==> config.mk <==
export PLATFORM = sky130hd
export DESIGN_NAME = radial_vignette_scaler_unit
export DESIGN_NICKNAME = d
export VERILOG_FILES = /design/src/design/rvs_pkg.sv /design/src/design/rvs_front.sv /design/src/design/rvs_sqrt.sv /design/src/design/rvs_div.sv /design/src/design/rvs_scale.sv /design/src/design/radial_vignette_scaler_unit.sv
export SDC_FILE = /design/constraint.sdc
export NUM_CORES = 2
export LEC_CHECK = 0
export BUFFER_PORTS_ARGS = -buffer_cell sky130_fd_sc_hd__buf_2
export CORE_ASPECT_RATIO = 1.4
export CORE_MARGIN = 5
export CORE_UTILIZATION = 40
export DETAILED_ROUTE_END_ITERATION = 7
export PLACE_DENSITY = 0.53
export SYNTH_ARGS = -nofsm -noshare
export SYNTH_HDL_FRONTEND = slang
export SYNTH_SLANG_ARGS = --single-unit
==> constraint.sdc <==
create_clock -name clk_i -period 200 [get_ports clk_i]
set_clock_uncertainty 0.2 [all_clocks]
set_input_delay 20 -clock clk_i [delete_from_list [all_inputs] [get_ports clk_i]]
set_output_delay 20 -clock clk_i [all_outputs]
set_load 0.05 [all_outputs]
==> src/design/rvs_pkg.sv <==
// shared types and constants for the radial vignette scaler
package rvs_pkg;

  localparam int unsigned CfgW       = 13;
  localparam int unsigned CfgIdxW    = 2;
  localparam int unsigned CoordW     = 12;
  localparam int unsigned ChanW      = 8;
  localparam int unsigned FactFracW  = 16;
  localparam int unsigned FactW      = FactFracW + 1;
  localparam int unsigned DxW        = CfgW;
  localparam int unsigned DyW        = CoordW;
  localparam int unsigned DxSqW      = 2 * DxW;
  localparam int unsigned DySqW      = 2 * DyW;
  // dx^2 + 4*dy^2 stays below 2^27
  localparam int unsigned SumW       = DxSqW + 1;

  localparam int unsigned MaxDimDflt       = 4096;
  localparam int unsigned DistFracBitsDflt = 8;

  localparam logic [CfgW-1:0] FrameWidthRst  = 13'd640;
  localparam logic [CfgW-1:0] FrameHeightRst = 13'd480;

  typedef enum logic [CfgIdxW-1:0] {
    CfgFrameWidth  = 2'd0,
    CfgFrameHeight = 2'd1
  } cfg_reg_e;

  typedef struct packed {
    logic [ChanW-1:0] blue;
    logic [ChanW-1:0] green;
    logic [ChanW-1:0] red;
  } pix_t;

endpackage

==> src/design/rvs_front.sv <==
// offset from the frame centre, squares and sum of squares, three stages
module rvs_front (
  input  logic                              clk_i,
  input  logic                              rst_ni,
  input  logic                              en_i,
  input  logic                              valid_i,
  input  logic [rvs_pkg::CoordW-1:0]        col_i,
  input  logic [rvs_pkg::CoordW-1:0]        row_i,
  input  rvs_pkg::pix_t                     pix_i,
  input  logic [rvs_pkg::CfgW-1:0]          width_i,
  input  logic [rvs_pkg::CfgW-1:0]          height_i,
  output logic                              valid_o,
  output logic [rvs_pkg::SumW-1:0]          sum_o,
  output rvs_pkg::pix_t                     pix_o
);

  logic [rvs_pkg::DxW-1:0]    col2;
  logic [rvs_pkg::DyW-1:0]    half_h;
  logic [rvs_pkg::DxW-1:0]    dx_d, dx_q;
  logic [rvs_pkg::DyW-1:0]    dy_d, dy_q;
  logic [rvs_pkg::DxSqW-1:0]  dx_sq_q;
  logic [rvs_pkg::DySqW-1:0]  dy_sq_q;
  logic [rvs_pkg::SumW-1:0]   sum_q;
  rvs_pkg::pix_t              pix1_q, pix2_q, pix3_q;
  logic [2:0]                 valid_q;

  always_comb begin
    col2   = {col_i, 1'b0};
    half_h = height_i[rvs_pkg::CfgW-1:1];
    dx_d   = (col2 >= width_i) ? (col2 - width_i) : (width_i - col2);
    dy_d   = (row_i >= half_h) ? (row_i - half_h) : (half_h - row_i);
  end

  always_ff @(posedge clk_i or negedge rst_ni) begin
    if (!rst_ni) begin
      valid_q <= '0;
    end else if (en_i) begin
      valid_q <= {valid_q[1:0], valid_i};
    end
  end

  always_ff @(posedge clk_i) begin
    if (en_i) begin
      dx_q    <= dx_d;
      dy_q    <= dy_d;
      pix1_q  <= pix_i;
      dx_sq_q <= rvs_pkg::DxSqW'(dx_q) * rvs_pkg::DxSqW'(dx_q);
      dy_sq_q <= rvs_pkg::DySqW'(dy_q) * rvs_pkg::DySqW'(dy_q);
      pix2_q  <= pix1_q;
      sum_q   <= rvs_pkg::SumW'(dx_sq_q) + (rvs_pkg::SumW'(dy_sq_q) << 2);
      pix3_q  <= pix2_q;
    end
  end

  assign valid_o = valid_q[2];
  assign sum_o   = sum_q;
  assign pix_o   = pix3_q;

endmodule

==> src/design/rvs_sqrt.sv <==
// pipelined integer square root, one root bit per stage
module rvs_sqrt #(
  parameter int unsigned RootW = 21
) (
  input  logic                 clk_i,
  input  logic                 rst_ni,
  input  logic                 en_i,
  input  logic                 valid_i,
  input  logic [2*RootW-1:0]   rad_i,
  input  rvs_pkg::pix_t        pix_i,
  output logic                 valid_o,
  output logic [RootW-1:0]     root_o,
  output rvs_pkg::pix_t        pix_o
);

  localparam int unsigned RadW = 2 * RootW;
  localparam int unsigned RemW = RootW + 2;

  logic [RemW-1:0]   rem_q  [RootW];
  logic [RemW-1:0]   rem_d  [RootW];
  logic [RootW-1:0]  root_q [RootW];
  logic [RootW-1:0]  root_d [RootW];
  logic [RadW-1:0]   rad_q  [RootW];
  logic [RadW-1:0]   rad_d  [RootW];
  rvs_pkg::pix_t     pix_q  [RootW];
  logic [RootW-1:0]  valid_q;

  logic [RemW-1:0]   rem_in, cur, trial;
  logic [RootW-1:0]  root_in;
  logic [RadW-1:0]   rad_in;

  // each stage brings down two radicand bits and decides one root bit
  always_comb begin
    for (int k = 0; k < RootW; k++) begin
      if (k == 0) begin
        rem_in  = '0;
        root_in = '0;
        rad_in  = rad_i;
      end else begin
        rem_in  = rem_q[k-1];
        root_in = root_q[k-1];
        rad_in  = rad_q[k-1];
      end
      cur   = {rem_in[RemW-3:0], rad_in[RadW-1 -: 2]};
      trial = {root_in, 2'b01};
      if (cur >= trial) begin
        rem_d[k]  = cur - trial;
        root_d[k] = {root_in[RootW-2:0], 1'b1};
      end else begin
        rem_d[k]  = cur;
        root_d[k] = {root_in[RootW-2:0], 1'b0};
      end
      rad_d[k] = rad_in << 2;
    end
  end

  always_ff @(posedge clk_i or negedge rst_ni) begin
    if (!rst_ni) begin
      valid_q <= '0;
    end else if (en_i) begin
      valid_q <= {valid_q[RootW-2:0], valid_i};
    end
  end

  always_ff @(posedge clk_i) begin
    if (en_i) begin
      for (int k = 0; k < RootW; k++) begin
        rem_q[k]  <= rem_d[k];
        root_q[k] <= root_d[k];
        rad_q[k]  <= rad_d[k];
        if (k == 0) begin
          pix_q[k] <= pix_i;
        end else begin
          pix_q[k] <= pix_q[k-1];
        end
      end
    end
  end

  assign valid_o = valid_q[RootW-1];
  assign root_o  = root_q[RootW-1];
  assign pix_o   = pix_q[RootW-1];

endmodule

==> src/design/rvs_div.sv <==
// falloff factor: clamp against the radius, then restoring divide by height
module rvs_div #(
  parameter int unsigned DistFracBits = 8,
  parameter int unsigned RootW        = 21
) (
  input  logic                             clk_i,
  input  logic                             rst_ni,
  input  logic                             en_i,
  input  logic                             valid_i,
  input  logic [RootW-1:0]                 dist_i,
  input  rvs_pkg::pix_t                    pix_i,
  input  logic [rvs_pkg::CfgW-1:0]         height_i,
  output logic                             valid_o,
  output logic [rvs_pkg::FactW-1:0]        factor_o,
  output rvs_pkg::pix_t                    pix_o
);

  localparam int unsigned FullW = rvs_pkg::CfgW + DistFracBits;
  localparam int unsigned CmpW  = (FullW > RootW) ? FullW : RootW;
  localparam int unsigned NumW  = rvs_pkg::CfgW + rvs_pkg::FactFracW;
  localparam int unsigned QW    = rvs_pkg::FactW;
  localparam int unsigned HeadW = NumW - QW;
  localparam int unsigned RemW  = rvs_pkg::CfgW + 1;
  localparam int unsigned NumSh = rvs_pkg::FactFracW - DistFracBits;

  logic [FullW-1:0]  full;
  logic [FullW-1:0]  diff;
  logic              zero_d, zero_pq;
  logic [NumW-1:0]   num_d, num_q;
  rvs_pkg::pix_t     pix_pq;
  logic              valid_pq;

  logic [RemW-1:0]   rem_q  [QW];
  logic [RemW-1:0]   rem_d  [QW];
  logic [QW-1:0]     bits_q [QW];
  logic [QW-1:0]     bits_d [QW];
  logic [QW-1:0]     quo_q  [QW];
  logic [QW-1:0]     quo_d  [QW];
  logic              zero_q [QW];
  rvs_pkg::pix_t     pix_q  [QW];
  logic [QW-1:0]     valid_q;

  logic [RemW-1:0]   rem_in, cur, divisor;
  logic [QW-1:0]     bits_in, quo_in;

  always_comb begin
    full   = {height_i, {DistFracBits{1'b0}}};
    zero_d = CmpW'(dist_i) >= CmpW'(full);
    diff   = FullW'(CmpW'(full) - CmpW'(dist_i));
    num_d  = NumW'(diff) << NumSh;
  end

  // the quotient never exceeds 1.0, so the head of the numerator is below height
  always_comb begin
    divisor = {1'b0, height_i};
    for (int k = 0; k < QW; k++) begin
      if (k == 0) begin
        rem_in  = RemW'(num_q[NumW-1 -: HeadW]);
        bits_in = num_q[QW-1:0];
        quo_in  = '0;
      end else begin
        rem_in  = rem_q[k-1];
        bits_in = bits_q[k-1];
        quo_in  = quo_q[k-1];
      end
      cur = {rem_in[RemW-2:0], bits_in[QW-1]};
      if (cur >= divisor) begin
        rem_d[k] = cur - divisor;
        quo_d[k] = {quo_in[QW-2:0], 1'b1};
      end else begin
        rem_d[k] = cur;
        quo_d[k] = {quo_in[QW-2:0], 1'b0};
      end
      bits_d[k] = bits_in << 1;
    end
  end

  always_ff @(posedge clk_i or negedge rst_ni) begin
    if (!rst_ni) begin
      valid_pq <= 1'b0;
      valid_q  <= '0;
    end else if (en_i) begin
      valid_pq <= valid_i;
      valid_q  <= {valid_q[QW-2:0], valid_pq};
    end
  end

  always_ff @(posedge clk_i) begin
    if (en_i) begin
      num_q   <= num_d;
      zero_pq <= zero_d;
      pix_pq  <= pix_i;
      for (int k = 0; k < QW; k++) begin
        rem_q[k]  <= rem_d[k];
        bits_q[k] <= bits_d[k];
        quo_q[k]  <= quo_d[k];
        if (k == 0) begin
          zero_q[k] <= zero_pq;
          pix_q[k]  <= pix_pq;
        end else begin
          zero_q[k] <= zero_q[k-1];
          pix_q[k]  <= pix_q[k-1];
        end
      end
    end
  end

  assign valid_o  = valid_q[QW-1];
  assign factor_o = zero_q[QW-1] ? '0 : quo_q[QW-1];
  assign pix_o    = pix_q[QW-1];

endmodule

==> src/design/rvs_scale.sv <==
// channel times factor, truncated, into the output register
module rvs_scale (
  input  logic                        clk_i,
  input  logic                        rst_ni,
  input  logic                        en_i,
  input  logic                        valid_i,
  input  logic [rvs_pkg::FactW-1:0]   factor_i,
  input  rvs_pkg::pix_t               pix_i,
  output logic                        valid_o,
  output rvs_pkg::pix_t               pix_o
);

  localparam int unsigned ProdW = rvs_pkg::FactW + rvs_pkg::ChanW;

  logic [ProdW-1:0] prod_b, prod_g, prod_r;
  rvs_pkg::pix_t    pix_d, pix_q;
  logic             valid_q;

  always_comb begin
    prod_b = ProdW'(pix_i.blue)  * ProdW'(factor_i);
    prod_g = ProdW'(pix_i.green) * ProdW'(factor_i);
    prod_r = ProdW'(pix_i.red)   * ProdW'(factor_i);
    pix_d.blue  = prod_b[rvs_pkg::FactFracW +: rvs_pkg::ChanW];
    pix_d.green = prod_g[rvs_pkg::FactFracW +: rvs_pkg::ChanW];
    pix_d.red   = prod_r[rvs_pkg::FactFracW +: rvs_pkg::ChanW];
  end

  always_ff @(posedge clk_i or negedge rst_ni) begin
    if (!rst_ni) begin
      valid_q <= 1'b0;
    end else if (en_i) begin
      valid_q <= valid_i;
    end
  end

  always_ff @(posedge clk_i) begin
    if (en_i) begin
      pix_q <= pix_d;
    end
  end

  assign valid_o = valid_q;
  assign pix_o   = pix_q;

endmodule

==> src/design/radial_vignette_scaler_unit.sv <==
// radial vignette scaler: config registers and the pixel pipeline
// throughput: one item per cycle while the output is not stalled; the square root
//   resolves one bit per stage and the divider one quotient bit per stage, so every
//   stage takes a new item each cycle
// a stalled output freezes the whole pipeline, nothing is dropped or repeated
// reset clears all valid bits and loads a 640 x 480 frame
module radial_vignette_scaler_unit #(
  parameter int unsigned MaxDim       = rvs_pkg::MaxDimDflt,
  parameter int unsigned DistFracBits = rvs_pkg::DistFracBitsDflt
) (
  input  logic                          clk_i,
  input  logic                          rst_ni,
  input  logic                          cfg_valid_i,
  output logic                          cfg_ready_o,
  input  logic [rvs_pkg::CfgIdxW-1:0]   cfg_index_i,
  input  logic [rvs_pkg::CfgW-1:0]      cfg_data_i,
  input  logic                          in_valid_i,
  output logic                          in_ready_o,
  input  logic [rvs_pkg::CoordW-1:0]    pixel_col_i,
  input  logic [rvs_pkg::CoordW-1:0]    pixel_row_i,
  input  logic [rvs_pkg::ChanW-1:0]     in_blue_i,
  input  logic [rvs_pkg::ChanW-1:0]     in_green_i,
  input  logic [rvs_pkg::ChanW-1:0]     in_red_i,
  output logic                          out_valid_o,
  input  logic                          out_ready_i,
  output logic [rvs_pkg::ChanW-1:0]     out_blue_o,
  output logic [rvs_pkg::ChanW-1:0]     out_green_o,
  output logic [rvs_pkg::ChanW-1:0]     out_red_o
);

  localparam int unsigned RadW  = rvs_pkg::SumW + 2 * DistFracBits - 2;
  localparam int unsigned RootW = (RadW + 1) / 2;
  localparam int unsigned RadPW = 2 * RootW;

  logic [rvs_pkg::CfgW-1:0] width_d, width_q;
  logic [rvs_pkg::CfgW-1:0] height_d, height_q;
  logic [rvs_pkg::CfgW-1:0] cfg_clamped;

  logic                        en;
  rvs_pkg::pix_t               pix_in;
  logic                        front_valid;
  logic [rvs_pkg::SumW-1:0]    front_sum;
  rvs_pkg::pix_t               front_pix;
  logic [RadPW-1:0]            rad;
  logic                        sqrt_valid;
  logic [RootW-1:0]            sqrt_root;
  rvs_pkg::pix_t               sqrt_pix;
  logic                        div_valid;
  logic [rvs_pkg::FactW-1:0]   div_factor;
  rvs_pkg::pix_t               div_pix;
  logic                        out_valid;
  rvs_pkg::pix_t               out_pix;

  // dimensions are held already saturated to 1..MaxDim
  always_comb begin
    if (cfg_data_i == '0) begin
      cfg_clamped = rvs_pkg::CfgW'(1);
    end else if (32'(cfg_data_i) > MaxDim) begin
      cfg_clamped = rvs_pkg::CfgW'(MaxDim);
    end else begin
      cfg_clamped = cfg_data_i;
    end
  end

  always_comb begin
    width_d  = width_q;
    height_d = height_q;
    if (cfg_valid_i) begin
      unique case (rvs_pkg::cfg_reg_e'(cfg_index_i))
        rvs_pkg::CfgFrameWidth:  width_d  = cfg_clamped;
        rvs_pkg::CfgFrameHeight: height_d = cfg_clamped;
        default: ;
      endcase
    end
  end

  always_ff @(posedge clk_i or negedge rst_ni) begin
    if (!rst_ni) begin
      width_q  <= rvs_pkg::FrameWidthRst;
      height_q <= rvs_pkg::FrameHeightRst;
    end else begin
      width_q  <= width_d;
      height_q <= height_d;
    end
  end

  assign cfg_ready_o = 1'b1;

  // the pipeline advances unless a finished item is held at the output
  assign en         = !out_valid || out_ready_i;
  assign in_ready_o = en;

  assign pix_in.blue  = in_blue_i;
  assign pix_in.green = in_green_i;
  assign pix_in.red   = in_red_i;

  rvs_front u_front (
    .clk_i    (clk_i),
    .rst_ni   (rst_ni),
    .en_i     (en),
    .valid_i  (in_valid_i),
    .col_i    (pixel_col_i),
    .row_i    (pixel_row_i),
    .pix_i    (pix_in),
    .width_i  (width_q),
    .height_i (height_q),
    .valid_o  (front_valid),
    .sum_o    (front_sum),
    .pix_o    (front_pix)
  );

  assign rad = RadPW'(front_sum) << (2 * DistFracBits - 2);

  rvs_sqrt #(
    .RootW (RootW)
  ) u_sqrt (
    .clk_i   (clk_i),
    .rst_ni  (rst_ni),
    .en_i    (en),
    .valid_i (front_valid),
    .rad_i   (rad),
    .pix_i   (front_pix),
    .valid_o (sqrt_valid),
    .root_o  (sqrt_root),
    .pix_o   (sqrt_pix)
  );

  rvs_div #(
    .DistFracBits (DistFracBits),
    .RootW        (RootW)
  ) u_div (
    .clk_i    (clk_i),
    .rst_ni   (rst_ni),
    .en_i     (en),
    .valid_i  (sqrt_valid),
    .dist_i   (sqrt_root),
    .pix_i    (sqrt_pix),
    .height_i (height_q),
    .valid_o  (div_valid),
    .factor_o (div_factor),
    .pix_o    (div_pix)
  );

  rvs_scale u_scale (
    .clk_i    (clk_i),
    .rst_ni   (rst_ni),
    .en_i     (en),
    .valid_i  (div_valid),
    .factor_i (div_factor),
    .pix_i    (div_pix),
    .valid_o  (out_valid),
    .pix_o    (out_pix)
  );

  assign out_valid_o = out_valid;
  assign out_blue_o  = out_pix.blue;
  assign out_green_o = out_pix.green;
  assign out_red_o   = out_pix.red;

endmodule

## Word level (Yosys, flattened, before mapping)

Memory sizes are Yosys's and may differ from the RTL's. A register that Yosys moved wholly into a read port is not among the register bits.
Cells that the tools add are included.

| cells by class | value |
|---|---|
| divide/modulo/power cells | 0 |
| $mul | 5 |
| bitwise operators | 0 |
| reduce and logical (&&, ||, !) cells | 6 |
| multiplexer cells | 83 |
| add/subtract/negate cells | 44 |
| shift operators | 0 |
| equal/unequal tests | 1 |
| order comparisons | 42 |

Operators with widths:

| operator | number |
|---|---|
| 23-bit two-way mux | 21 |
| 23-bit greater-or-equal comparator | 20 |
| 23-bit subtractor | 20 |
| 14-bit two-way mux | 17 |
| 14-bit by 13-bit greater-or-equal comparator with 1-bit output | 16 |
| 14-bit by 13-bit subtractor with 14-bit output | 16 |
| 8-bit by 17-bit multiplier with 24-bit output | 3 |
| 1-bit two-way mux | 40 |
| 13-bit two-way mux | 3 |
| 26-bit by 26-bit adder with 27-bit output | 1 |
| 13-bit greater-or-equal comparator | 2 |
| 13-bit by 13-bit multiplier with 26-bit output | 1 |
| 13-bit subtractor | 2 |
| 12-bit by 12-bit multiplier with 24-bit output | 1 |
| 12-bit subtractor | 2 |
| 21-bit greater-or-equal comparator | 1 |
| 21-bit subtractor | 1 |
| 17-bit two-way mux | 1 |
| 13-bit by 13-bit subtractor with 14-bit output | 1 |
| 13-bit > comparator, second input constant | 1 |
| 13-bit zero test | 1 |
| 12-bit greater-or-equal comparator | 1 |
| 12-bit two-way mux | 1 |
| 2-bit AND reduction | 2 |
| other kinds (6) | 6 |

| storage, ports and cells | value |
|---|---|
| output and inout port bits | 27 |
| register bits after elaboration | 289 |
| memory bits (writable) | 3,492 |
| logic and storage cells | 216 |
| input bits | 68 |
| bits in latches | 0 |
| memory bits (read-only) | 0 |
| memories kept | 9 |

Memory list:

| name | words | bits a word | rd ports | clocked after memory_dff | write ports | RTL line | RTL |
|---|---|---|---|---|---|---|---|
| u_sqrt.rad_q | 21 | 40 | 20 | 0 | 21 | rvs_sqrt.sv:23 | `logic [RadW-1:0] rad_q [RootW];` |
| u_sqrt.pix_q | 21 | 24 | 21 | 1 | 21 | rvs_sqrt.sv:25 | `rvs_pkg::pix_t pix_q [RootW];` |
| u_sqrt.rem_q | 21 | 23 | 20 | 0 | 21 | rvs_sqrt.sv:19 | `logic [RemW-1:0] rem_q [RootW];` |
| u_sqrt.root_q | 21 | 21 | 21 | 0 | 21 | rvs_sqrt.sv:21 | `logic [RootW-1:0] root_q [RootW];` |
| u_div.pix_q | 17 | 24 | 17 | 0 | 17 | rvs_div.sv:40 | `rvs_pkg::pix_t pix_q [QW];` |
| u_div.quo_q | 17 | 17 | 17 | 0 | 17 | rvs_div.sv:37 | `logic [QW-1:0] quo_q [QW];` |
| 3 more memories | n/a | n/a | n/a | n/a | n/a | n/a |  |

## Longest topological paths before layout

| logic depth | value |
|---|---|
| word-level depth | 4 |
| gate-level depth with buffers | 23 |
| gate-level depth less buffers | 23 |

## Modules after synthesis

Synthesis repeated with hierarchy kept, for this count alone.

| unflattened totals | value |
|---|---|
| cells, all modules | 10,125 |
| area, all modules | 135,391.1 µm² |

By module, submodules not included:

| module | seq. area each (µm²) | cells an instance | area an instance (µm²) | instances |
|---|---|---|---|---|
| rvs_sqrt | 47,040.1 | 4,219 | 64,086.5 | 1 |
| rvs_div | 26,515.4 | 2,792 | 40,619.0 | 1 |
| rvs_front | 5,210.0 | 1,700 | 17,349.1 | 1 |
| rvs_scale | 745.7 | 1,299 | 12,172.9 | 1 |
| radial_vignette_scaler_unit | 658.1 | 115 | 1,163.6 | 1 |

## Least setup slack after synthesis

OpenSTA, ideal clock, no wires.

| timing | value |
|---|---|
| kind | in2out |
| start | input out_ready_i |
| end | output in_ready_o |
| setup slack | 95.819 ns |
| stages | 3 |
| buffers on the path | 2 |
| data required time | 179.800 ns |
| data arrival time | 83.981 ns |
| path through | nand2b_1 -> clkbuf_1 -> buf_1 |

| between the ends | value |
|---|---|
| cells in the longest elaborated chain, start to end | 1 |

Ends and longest elaborated chain:

| item | RTL line | RTL |
|---|---|---|
| start, declared | radial_vignette_scaler_unit.sv:25 | `input logic out_ready_i,` |
| 1-bit logical OR | radial_vignette_scaler_unit.sv:90 | `assign en = !out_valid \|\| out_ready_i;` |
| end, declared | radial_vignette_scaler_unit.sv:18 | `output logic in_ready_o,` |

No other way between the ends.

## Worst setup path in the final report

Same ends and word-level chain as after synthesis.

==> results.ini <==
[outcome]
status = finished clean

[place]
numPortBuffers = 93
gp_congestion = 0.849
dp_cells = 13229
dpl.hpwl_um = 167000

[logic_synthesis]
synth_compound_gate_area_share = 0.0712
yosys.area_share.simple = 0.0865
synth.avg_cell_area_um2 = 13.4
yosys-top-cells-area = edfxtp_1 57%, ha_1 8.0%, fa_1 7.5%
ys_seq_elements = 2420
yosysWarningCount = 0
synth-edff-count = 2351
synth_cells = 9229
synthXorXnorAreaFrac = 0.0397
synth_top_cell_by_area = edfxtp_1
synth_top_area_share = 0.572
synth_top_family_by_area = adder cells
yosysSeqAreaShare = 0.586
synthAdderAreaFrac = 0.155
synth_mux_area_frac = 0.0233
syn-num-nets = 10549
async_reset_ff_frac = 0.0285
synth_ff_type = edfxtp_1
synth_cell_type_count = 95
synth_area_um2 = 123000

[grt]
grt.overflow.total = 0
grt_max_degree = 200
grtUsageMet3 = 0.0187
grt_pass1_wl_um = 382000
grtUsageMet2 = 0.272
grt_use_total = 0.148
grtUsageMet1 = 0.177
first_global_vias = 71538
antenna_found_initial = 12
grt_busiest_layer = met2

[cells_and_area]
drive_gt1_frac = 0.0873
final_cells = 13673
mostFrequentLayoutCell = edfxtp_1
area_delta_synth_final_pct = 10.8
nets = 10784
layout_common_cells = 2351 x edfxtp_1, 1063 x inv_1, 788 x ha_1

[timing]
rsz0062_at_grt = no
fmax_mhz = 24.4
hold_viol = 0
slew_violations = 0
setup_viol = 0
slew_headroom = 0.183
final.min_clock_period_ps = 40980
hold_slack_ps = 142
tns_ps = 0
worst_slew_pin_slew_ps = 1220
finalCritPeriodShare = 0.205

[setup_path]
cp_top_family = buffers and inverters
setup.worst_path.start_class = input pin
r2r-end = u_div.rem_q[0][51]
crit_required_ps = 179800
timing.rr.start = u_scale.valid_o
worst-path-buf-inv = 2
worstPathArrival_ps = 20780
ff2ff_path_depth = 9
cp_slowest_cell = nand2b_4
worst-path-max-fanout = 24
crit_chain = buf_2 > nand2b_4 > buf_2
crit_path_end_kind = output pin
cpMostUsedCell = buf_2
rrSetupSlack_ps = 192390
max_stage_delay_ps = 350
path_class = in2out

[floorplanning]
pin_count = 95
die_area_um2 = 320000
core_area_um2 = 308000
fp-row-count = 241
dieHeight_um = 667
die_w_um = 480
start_util = 0.401

[clock_tree]
cts_repair_resize_count = 0
htreeDepth = 4
cts-buffers-inserted = 242
clk_latency_ps = 910
cts_hold_buf = 0
cts_tree = yes
clock_sinks = 2420
cts.path.max_buffers = 4
path_clk_slew_ps = 60
clock-root-buffer = clkbuf_16
cts_setup_buffers = 0

[flow_run]
cap_violations = 0

[detailed_routing]
drt-pass1-iter-count = 7
drt_iter0_drc = 4017
wirelength_um = 240000
vias = 68874
vias_per_cell = 5.04
avgRoutedWirePerCell_um = 17.5
drc = 0
ant_nets = 0

[min_path]
hp-class = reg2reg
worstHoldPathCells = 0
whs_endpoint = u_sqrt.rad_q[0][145]
min_from = u_sqrt.rad_q[0][103]

## routing by layer
metal | up-vias | wire length (µm)
li1 | 33234 | -
met1 | 34111 | 98800
met2 | 1075 | 124000
met3 | 454 | 8030
met4 | 0 | 8540
met5 | - | 0
## stage by stage
stage | worst slack [ps] | utilization | cell area, µm²
2_1_floorplan | 95820 | - | 123000
3_3_place_gp | 158980 | 0.419 | 129000
3_5_place_dp | 158980 | 0.419 | 129000
4_1_cts | 158980 | 0.445 | 137000
5_1_grt | 158970 | 0.445 | 137000
6_report | 159020 | 0.445 | 137000
## cells by family after synthesis
family          Yosys count
compound gates         1373
xor+xnor                560
fa+ha+maj              1252
buf+inv                1247
flops                  2420
mux                     258
other cells               2
simple gates           2117
## worst reg2reg max path, cell delays in order (launching register included)
cell and delay [ps]:
dfrtp_1 410, nand2b_4 320, buf_4 610, buf_4 720, buf_4 830, buf_4 690, buf_4 850, buf_4 850
buf_4 690, buf_4 930
## cells in the mapped netlist, drive strengths merged, types with 20 or more instances
cell and count:
xnor2 329, mux2 208, buf 26, a21o 163, o21a 97, or4 20, nand2 599, or3 55
a21boi 32, dfrtp 63, or2 36, clkbuf 157, nor4 61, o21ai 361, nor2 392, ha 788
mux2i 50, nand3 73, xor2 231, and3 33, nand2b 100, o31ai 39, nor2b 119, and2 344
fa 464, o21bai 40, a31oi 27, a211oi 46, nor3 163, edfxtp 2351, a31o 20, nand4 60
a21oi 375, inv 1064
## sequential cells by signal, indices dropped and copies added (netlist names), 12 cells and up
| name | cells |
|---|---|
| height_q | 13 |
| u_div.bits_q | 36 |
| u_div.num_q | 21 |
| u_div.pix_pq | 24 |
| u_div.pix_q | 408 |
| u_div.quo_q | 153 |
| u_div.rem_q | 208 |
| u_div.valid_q | 17 |
| u_div.zero_q | 17 |
| u_front.dx_q | 13 |
| u_front.dx_sq_q | 25 |
| u_front.dy_q | 12 |
| u_front.dy_sq_q | 23 |
| u_front.pix1_q | 24 |
| u_front.pix2_q | 24 |
| u_front.pix_o | 24 |
| u_front.sum_o | 26 |
| u_scale.pix_o | 24 |
| u_sqrt.pix_q | 504 |
| u_sqrt.rad_q | 169 |
| u_sqrt.rem_q | 384 |
| u_sqrt.root_q | 231 |
| u_sqrt.valid_q | 21 |
| width_q | 13 |
## worst max-delay path by stage
| stage | startpoint | to | slack [ps] | cells after the start |
|---|---|---|---|---|
| after floorplan | out_ready_i | in_ready_o | 95820 | 3 |
| after global placement | out_ready_i | in_ready_o | 158980 | 3 |
| after detailed placement | out_ready_i | in_ready_o | 158980 | 3 |
| after CTS | out_ready_i | in_ready_o | 158980 | 3 |
| after global routing | out_ready_i | in_ready_o | 158970 | 3 |
| final | out_ready_i | in_ready_o | 159020 | 3 |
## cell type report
class / instances / area, µm²
clock inverters: 149 / 1470
inverters: 1064 / 3990
repair buffers: 174 / 1150
multi-input cells: 5562 / 46400
well taps: 4009 / 5020
flip-flops and latches: 2420 / 72300
clock buffers: 291 / 6400
fillers: 27597 / 171000
diodes: 4 / 10.0
Power is left out: the tool's default activity adds up to more than one toggle a clock period on the data nets, which glitch-free logic cannot reach.
